`src/rtl/jbdu_pkg.sv`:
```
package jbdu_pkg;

    localparam int MAX_FACTOR      = 8;
    localparam int RANGE_ENTRIES   = 768;
    localparam int DEPTH_BITS      = 16;
    localparam int WEIGHT_BITS     = 16;
    localparam int SPATIAL_ENTRIES = 2 * MAX_FACTOR + 1;
    localparam int RANGE_AW        = $clog2(RANGE_ENTRIES);
    localparam int SPATIAL_AW      = $clog2(SPATIAL_ENTRIES);
    localparam int SCALE_W         = 4;
    localparam int DIST_W          = 10;
    localparam int SUM_W           = WEIGHT_BITS + 3;
    localparam int NUM_W           = WEIGHT_BITS + DEPTH_BITS + 4;

    localparam logic [1:0] KIND_RANGE   = 2'd0;
    localparam logic [1:0] KIND_SPATIAL = 2'd1;
    localparam logic [1:0] KIND_PIXEL   = 2'd2;
    localparam logic [1:0] KIND_NONE    = 2'd3;

    localparam logic CFG_SCALE_X = 1'b0;
    localparam logic CFG_SCALE_Y = 1'b1;

    localparam logic [SCALE_W-1:0] SCALE_RESET = SCALE_W'(2);

    typedef struct packed {
        logic                  valid;
        logic                  zero;
        logic [NUM_W-1:0]      num;
        logic [SUM_W-1:0]      sum;
        logic [DEPTH_BITS-1:0] d0;
    } t_div_in;

    typedef struct packed {
        logic                  valid;
        logic                  zero;
        logic [DEPTH_BITS-1:0] quot;
        logic [DEPTH_BITS-1:0] d0;
    } t_div_out;

    function automatic logic [DIST_W-1:0] color_dist(logic [23:0] a, logic [23:0] b);
        logic [7:0]        x;
        logic [7:0]        y;
        logic [DIST_W-1:0] s;
        s = '0;
        for (int c = 0; c < 3; c++) begin
            x = a[8*c +: 8];
            y = b[8*c +: 8];
            s = s + DIST_W'((x > y) ? (x - y) : (y - x));
        end
        return s;
    endfunction

    function automatic logic [SCALE_W-1:0] clamp_scale(logic [SCALE_W-1:0] s);
        if (s == '0) begin
            return SCALE_W'(1);
        end
        if (s > SCALE_W'(MAX_FACTOR)) begin
            return SCALE_W'(MAX_FACTOR);
        end
        return s;
    endfunction

endpackage

```
`src/rtl/jbdu_div.sv`:
```
module jbdu_div (
    input  logic              i_clk,
    input  logic              i_rst_n,
    input  logic              i_en,
    input  jbdu_pkg::t_div_in i_op,
    output jbdu_pkg::t_div_out o_res
);

    typedef struct packed {
        logic                            valid;
        logic                            zero;
        logic [jbdu_pkg::NUM_W-1:0]      rem;
        logic [jbdu_pkg::SUM_W-1:0]      sum;
        logic [jbdu_pkg::DEPTH_BITS-1:0] quot;
        logic [jbdu_pkg::DEPTH_BITS-1:0] d0;
    } t_stage;

    t_stage r_st [jbdu_pkg::DEPTH_BITS];
    t_stage n_st [jbdu_pkg::DEPTH_BITS];

    // one quotient bit per stage, msb first
    always_comb begin
        t_stage                     s;
        logic [jbdu_pkg::NUM_W-1:0] dv;
        for (int i = 0; i < jbdu_pkg::DEPTH_BITS; i++) begin
            if (i == 0) begin
                s.valid = i_op.valid;
                s.zero  = i_op.zero;
                s.rem   = i_op.num;
                s.sum   = i_op.sum;
                s.quot  = '0;
                s.d0    = i_op.d0;
            end else begin
                s = r_st[i-1];
            end
            dv = jbdu_pkg::NUM_W'(s.sum) << (jbdu_pkg::DEPTH_BITS - 1 - i);
            if (s.rem >= dv) begin
                s.rem = s.rem - dv;
                s.quot[jbdu_pkg::DEPTH_BITS-1-i] = 1'b1;
            end
            n_st[i] = s;
        end
    end

    always_ff @(posedge i_clk) begin
        if (!i_rst_n) begin
            for (int i = 0; i < jbdu_pkg::DEPTH_BITS; i++) begin
                r_st[i].valid <= 1'b0;
            end
        end else if (i_en) begin
            r_st <= n_st;
        end
    end

    assign o_res.valid = r_st[jbdu_pkg::DEPTH_BITS-1].valid;
    assign o_res.zero  = r_st[jbdu_pkg::DEPTH_BITS-1].zero;
    assign o_res.quot  = r_st[jbdu_pkg::DEPTH_BITS-1].quot;
    assign o_res.d0    = r_st[jbdu_pkg::DEPTH_BITS-1].d0;

endmodule

```
`config.mk`:
```
export PLATFORM = sky130hd
export DESIGN_NAME = jbdu_div
export DESIGN_NICKNAME = d
export VERILOG_FILES = /design/src/rtl/jbdu_pkg.sv /design/src/rtl/jbdu_div.sv
export SDC_FILE = /design/constraint.sdc
export NUM_CORES = 2
export LEC_CHECK = 0
export ABC_AREA = 1
export BUFFER_PORTS_ARGS = -buffer_cell sky130_fd_sc_hd__buf_2
export CAP_MARGIN = 40
export CORE_MARGIN = 2
export CORE_UTILIZATION = 38
export CTS_CLUSTER_DIAMETER = 80
export CTS_CLUSTER_SIZE = 25
export DETAILED_ROUTE_END_ITERATION = 8
export HOLD_SLACK_MARGIN = 0.03
export PLACE_DENSITY = 0.54
export SLEW_MARGIN = 10
export SYNTH_ARGS = -nofsm -noshare
export SYNTH_HDL_FRONTEND = slang
export SYNTH_SLANG_ARGS = --single-unit
```
`constraint.sdc`:
```
create_clock -name i_clk -period 67.3 [get_ports i_clk]
set_input_delay 3.365 -clock i_clk [delete_from_list [all_inputs] [get_ports i_clk]]
set_output_delay 3.365 -clock i_clk [all_outputs]
set_load 0.01 [all_outputs]
```
# After elaboration in Yosys (flattened, before gate mapping)
# Cells that the tools add are included.
# op_classes
addsub	15
n_lt_le_gt_ge	16
mux	16
reduce_logical	1
# ops
op	count
two-way mux 36 bit	15
greater-or-equal comparator 36 x 19 -> 1 bit	1
greater-or-equal comparator 36 x 20 -> 1 bit	1
greater-or-equal comparator 36 x 21 -> 1 bit	1
greater-or-equal comparator 36 x 22 -> 1 bit	1
greater-or-equal comparator 36 x 23 -> 1 bit	1
greater-or-equal comparator 36 x 24 -> 1 bit	1
greater-or-equal comparator 36 x 25 -> 1 bit	1
greater-or-equal comparator 36 x 26 -> 1 bit	1
greater-or-equal comparator 36 x 27 -> 1 bit	1
greater-or-equal comparator 36 x 28 -> 1 bit	1
greater-or-equal comparator 36 x 29 -> 1 bit	1
greater-or-equal comparator 36 x 30 -> 1 bit	1
greater-or-equal comparator 36 x 31 -> 1 bit	1
greater-or-equal comparator 36 x 32 -> 1 bit	1
greater-or-equal comparator 36 x 33 -> 1 bit	1
greater-or-equal comparator 36 x 34 -> 1 bit	1
subtractor 36 x 20 -> 36 bit	1
subtractor 36 x 21 -> 36 bit	1
subtractor 36 x 22 -> 36 bit	1
subtractor 36 x 23 -> 36 bit	1
subtractor 36 x 24 -> 36 bit	1
subtractor 36 x 25 -> 36 bit	1
subtractor 36 x 26 -> 36 bit	1
10 further kinds	10
# word_totals
ff_bits	1249
input_bits	76
output_inout_bits	34
wordCells	157

# Depth between registers and ports, before layout
# logic_depth
word_depth	2
ltp_mapped	17
depth_no_buf	16

# Worst setup path before layout
# OpenSTA, ideal clock, no wires.
# synth_timing
path_type	input port to flip-flop
from	in i_en
to	reg r_st, in the netlist n_st[0] (enable)
t_arrival_ps	27450
t_required_ps	65729
setup_slack_ps	38278
stages	3
path_buffers	1
cell_sequence	clkbuf_1 > nand2_1 > inv_1
# synth_via
elab_chain_len	1
# synth_lines
item	line	rtl
start, declared	jbdu_div.sv:4	input logic i_en,
AND reduction 2 bit (no source line)	n/a	
end signal, assigned	jbdu_div.sv:51	r_st <= n_st;
end, declared	jbdu_div.sv:18	t_stage r_st [jbdu_pkg::DEPTH_BITS];
# No other way between the ends.
# A chain may end at the register's enable or synchronous reset.

# Final worst setup path
# layout_timing
from	in i_en
to	reg r_st, in the netlist o_res[23] (enable)
# Same word-level chain as after synthesis.

==> key figures <==
Outcome
  • Status: finished clean

Clocking
  • H-tree levels: 3
  • CTS max path bufs: 3
  • Clock Root Buffer: clkbuf_16
  • Skew-Pair Late Insertion Delay: 0.76 ns
  • CTS buffer count: 90
  • Worst-path clk slew: 0.09 ns
  • Hold_buf cts: 0
  • CTS tree: yes
  • Post-CTS sizing: 0
  • Clk sinks: 1249
  • Post-CTS setup buffer count: 0

Drt
  • Vias per std cell: 4.99
  • First-pass DRT Iterations: 6
  • Drt drc: 0
  • Routed Antenna Nets: 0
  • Via count: 48514
  • WL per Instance: 18.3 um
  • Routed Wire Length: 178 mm
  • DRT iter0 DRCs: 3825

Global routing
  • Total track usage: 19.8%
  • Largest net degree at the start of global routing: 194
  • Initial antenna violation count: 2
  • First-pass GRT wire length: 275 mm
  • Grt total ovfl: 0
  • Vias in the first global route: 47007

Floorplan
  • I/O pin total: 110
  • Die Span Y: 423 um
  • # rows: 153
  • Die X: 423 um
  • Die ar.: 179000 um2
  • Initial Util: 38.4%
  • Core area: 174000 um2

Yosys
  • Proportion of synthesized area in mux cells: 0%
  • Post-synth top area cell: edfxtp_1
  • Top post-synthesis cells by area: edfxtp_1, nand2_1, inv_1, ha_1, nor2_1
  • Cell Area, Synth: 66800 um2
  • Synth Area in Simple Gates: 21.8%
  • Net Count, Synth: 7596
  • Post-synth top area share: 55.4%
  • Largest family of logic cells by synthesized area: simple AND/OR/NAND/NOR gates
  • FF+latch count, synth: 1249
  • Mean Syn Cell Area: 9.28 um2
  • Sequential area share after synthesis: 55.9%
  • Cell count after synthesis: 7201
  • Synth Area in XOR/XNOR: 2.69%
  • Synth Area in Adders: 6.14%
  • Post-synth EDFFs: 1233
  • Synth warn: 0
  • Main flop type after synthesis: edfxtp_1
  • Asr flop ratio synth: 0%
  • Compound-Gate Fraction of Synth Area: 6.57%
  • Netlist cell types: 47

Timing
  • Final hold viol count: 0
  • Setup TNS Final: 0 ns
  • RSZ-0062 raised after global routing: no
  • Tmin final: 8.49 ns
  • Worst slew pin tran: 1.01 ns
  • Max Transition Viols Final: 0
  • Max Clk Rate: 0.118 GHz
  • Worst-case clock skew: 0.0331 ns
  • Max_slew headroom: 32.9%
  • Final setup fails: 0
  • Fin crit share: 12.6%
  • Fin worst setup slack: 58.81 ns

Power and ir drop
  • Power per cell area: 25.3 nW/um2
  • Power, Total: 1850 uW
  • Maximum vdd drop: 0.0179 mV
  • Leakage: 0.0306 uW

Run
  • # Max-Cap Violations: 0

Place
  • Final RePlAce weighted congestion: 0.946
  • Dpl ws: 57.99 ns
  • Post-DP HPWL: 141 mm
  • Port-buffer cells: 109

Final layout
  • Layout area overhead: 9.76%
  • Multi-input logic area: 24900 um2
  • Layout cells sized above 1: 5.71%
  • Commonest non-fill, non-tap cell in the layout: nand2_1
  • Fillcell total: 17094
  • N_diodes: 0
  • # nets final: 7724
  • FF/Latch Area: 37300 um2
  • Most frequent cells in the layout: nand2_1, edfxtp_1, inv_1, nor2_1, a21oi_1

Setup path
  • CP Max Fanout: 109
  • Worst r2r path cells: 12
  • Worst setup EP type: register
  • Crit path DAT: 8.85 ns
  • Reg-to-Reg Start: n_st[218]
  • Cell repeated most along the worst path: buf_4
  • Crit path largest cell delay: 0.83 ns
  • Setup crit start: i_en
  • Critical-path cell list: buf_2, nand2_1, inv_8, buf_4, buf_16, buf_4, buf_4, buf_4, buf_4, buf_4
  • Slowest cell on crit path: buf_4
  • Setup CP Type: input port to register
  • Crit path required time: 67.66 ns
  • R2r setup slk: 63.81 ns
  • R2R Path End: r_st[247]
  • Critical path startpoint category: input port

Worst hold path
  • Worst Hold Launch: n_st[287]
  • Worst Hold Class: register to register
  • WHS Path Cells: 0
  • Hold Path Sink: n_st[198]
-- logic make-up after synthesis --
group / Yosys count
and+or+nand+nor: 3480
DFF: 1249
buffers and inverters: 1133
AOI/OAI and AO/OA: 815
adders and majority gates: 319
xor gates and xnor gates: 205
-- through the flow --
stage               hold WS, ns  instances  cell area, um2  utilization, %
global route              0.420       9727           73300            42.1
floorplan                 0.400       7201           66800               -
detailed placement        0.405       9561           69900            40.1
CTS                       0.415       9726           73300            42.1
finish                    0.413       9727           73300            42.1
global placement          0.400       9553           69700            40.0
-- worst max-delay path: cells and delay by family --
family,cells,cell delay [ns]
buf+inv,9,4.97
simple gates,1,0.18
-- final cells by class --
cell class	count	share of cell area [%]
clock buffers	98	3.15
multi-input cells	4819	33.9
clock inverters	67	1.53
inverters	1033	5.30
flip-flops and latches	1249	50.9
repair buffers	136	1.24
well taps	2325	3.97
-- Yosys cell counts, types with 46 or more instances --
library cell	instances
a21oi_1	399
buf_4	46
edfxtp_1	1233
ha_1	304
inv_1	1017
nand2_1	2056
nand3_1	335
nand3b_1	65
nand4_1	145
nor2_1	665
nor3_1	95
o21ai_0	266
o21ai_1	46
xnor2_1	110
xor2_1	95
-- how the worst max path moves through the flow --
stage,end,slack [ns],cells past startpoint
floorplan,n_st[0],38.28,3
global placement,r_st[676],57.87,9
detailed placement,r_st[676],57.99,10
CTS,o_res[23],58.82,10
global route,o_res[23],58.30,10
finish,o_res[23],58.81,10
-- routing by layer --
layer / GRT usage (%) / share of wire [%] / vias up
met5: 0 / 0.0073 / -
met4: 5.86 / 2.6 / 2
met3: 2.09 / 4.6 / 216
met2: 33.2 / 47 / 1125
met1: 26.9 / 45 / 22940
li1: - / - / 24231
-- flip-flops by register name, summed over array words and instances, names as in the netlist --
name,cells
o_res,34
n_st,675
r_st,540
-- report_power, final --
group	internal, uW	total, uW	switching, uW
combinational	98.2	294	196
clock	293	618	325
sequential	909	941	31.4
total	1300	1850	552
No activity file was read; power rests on OpenSTA's default activity.
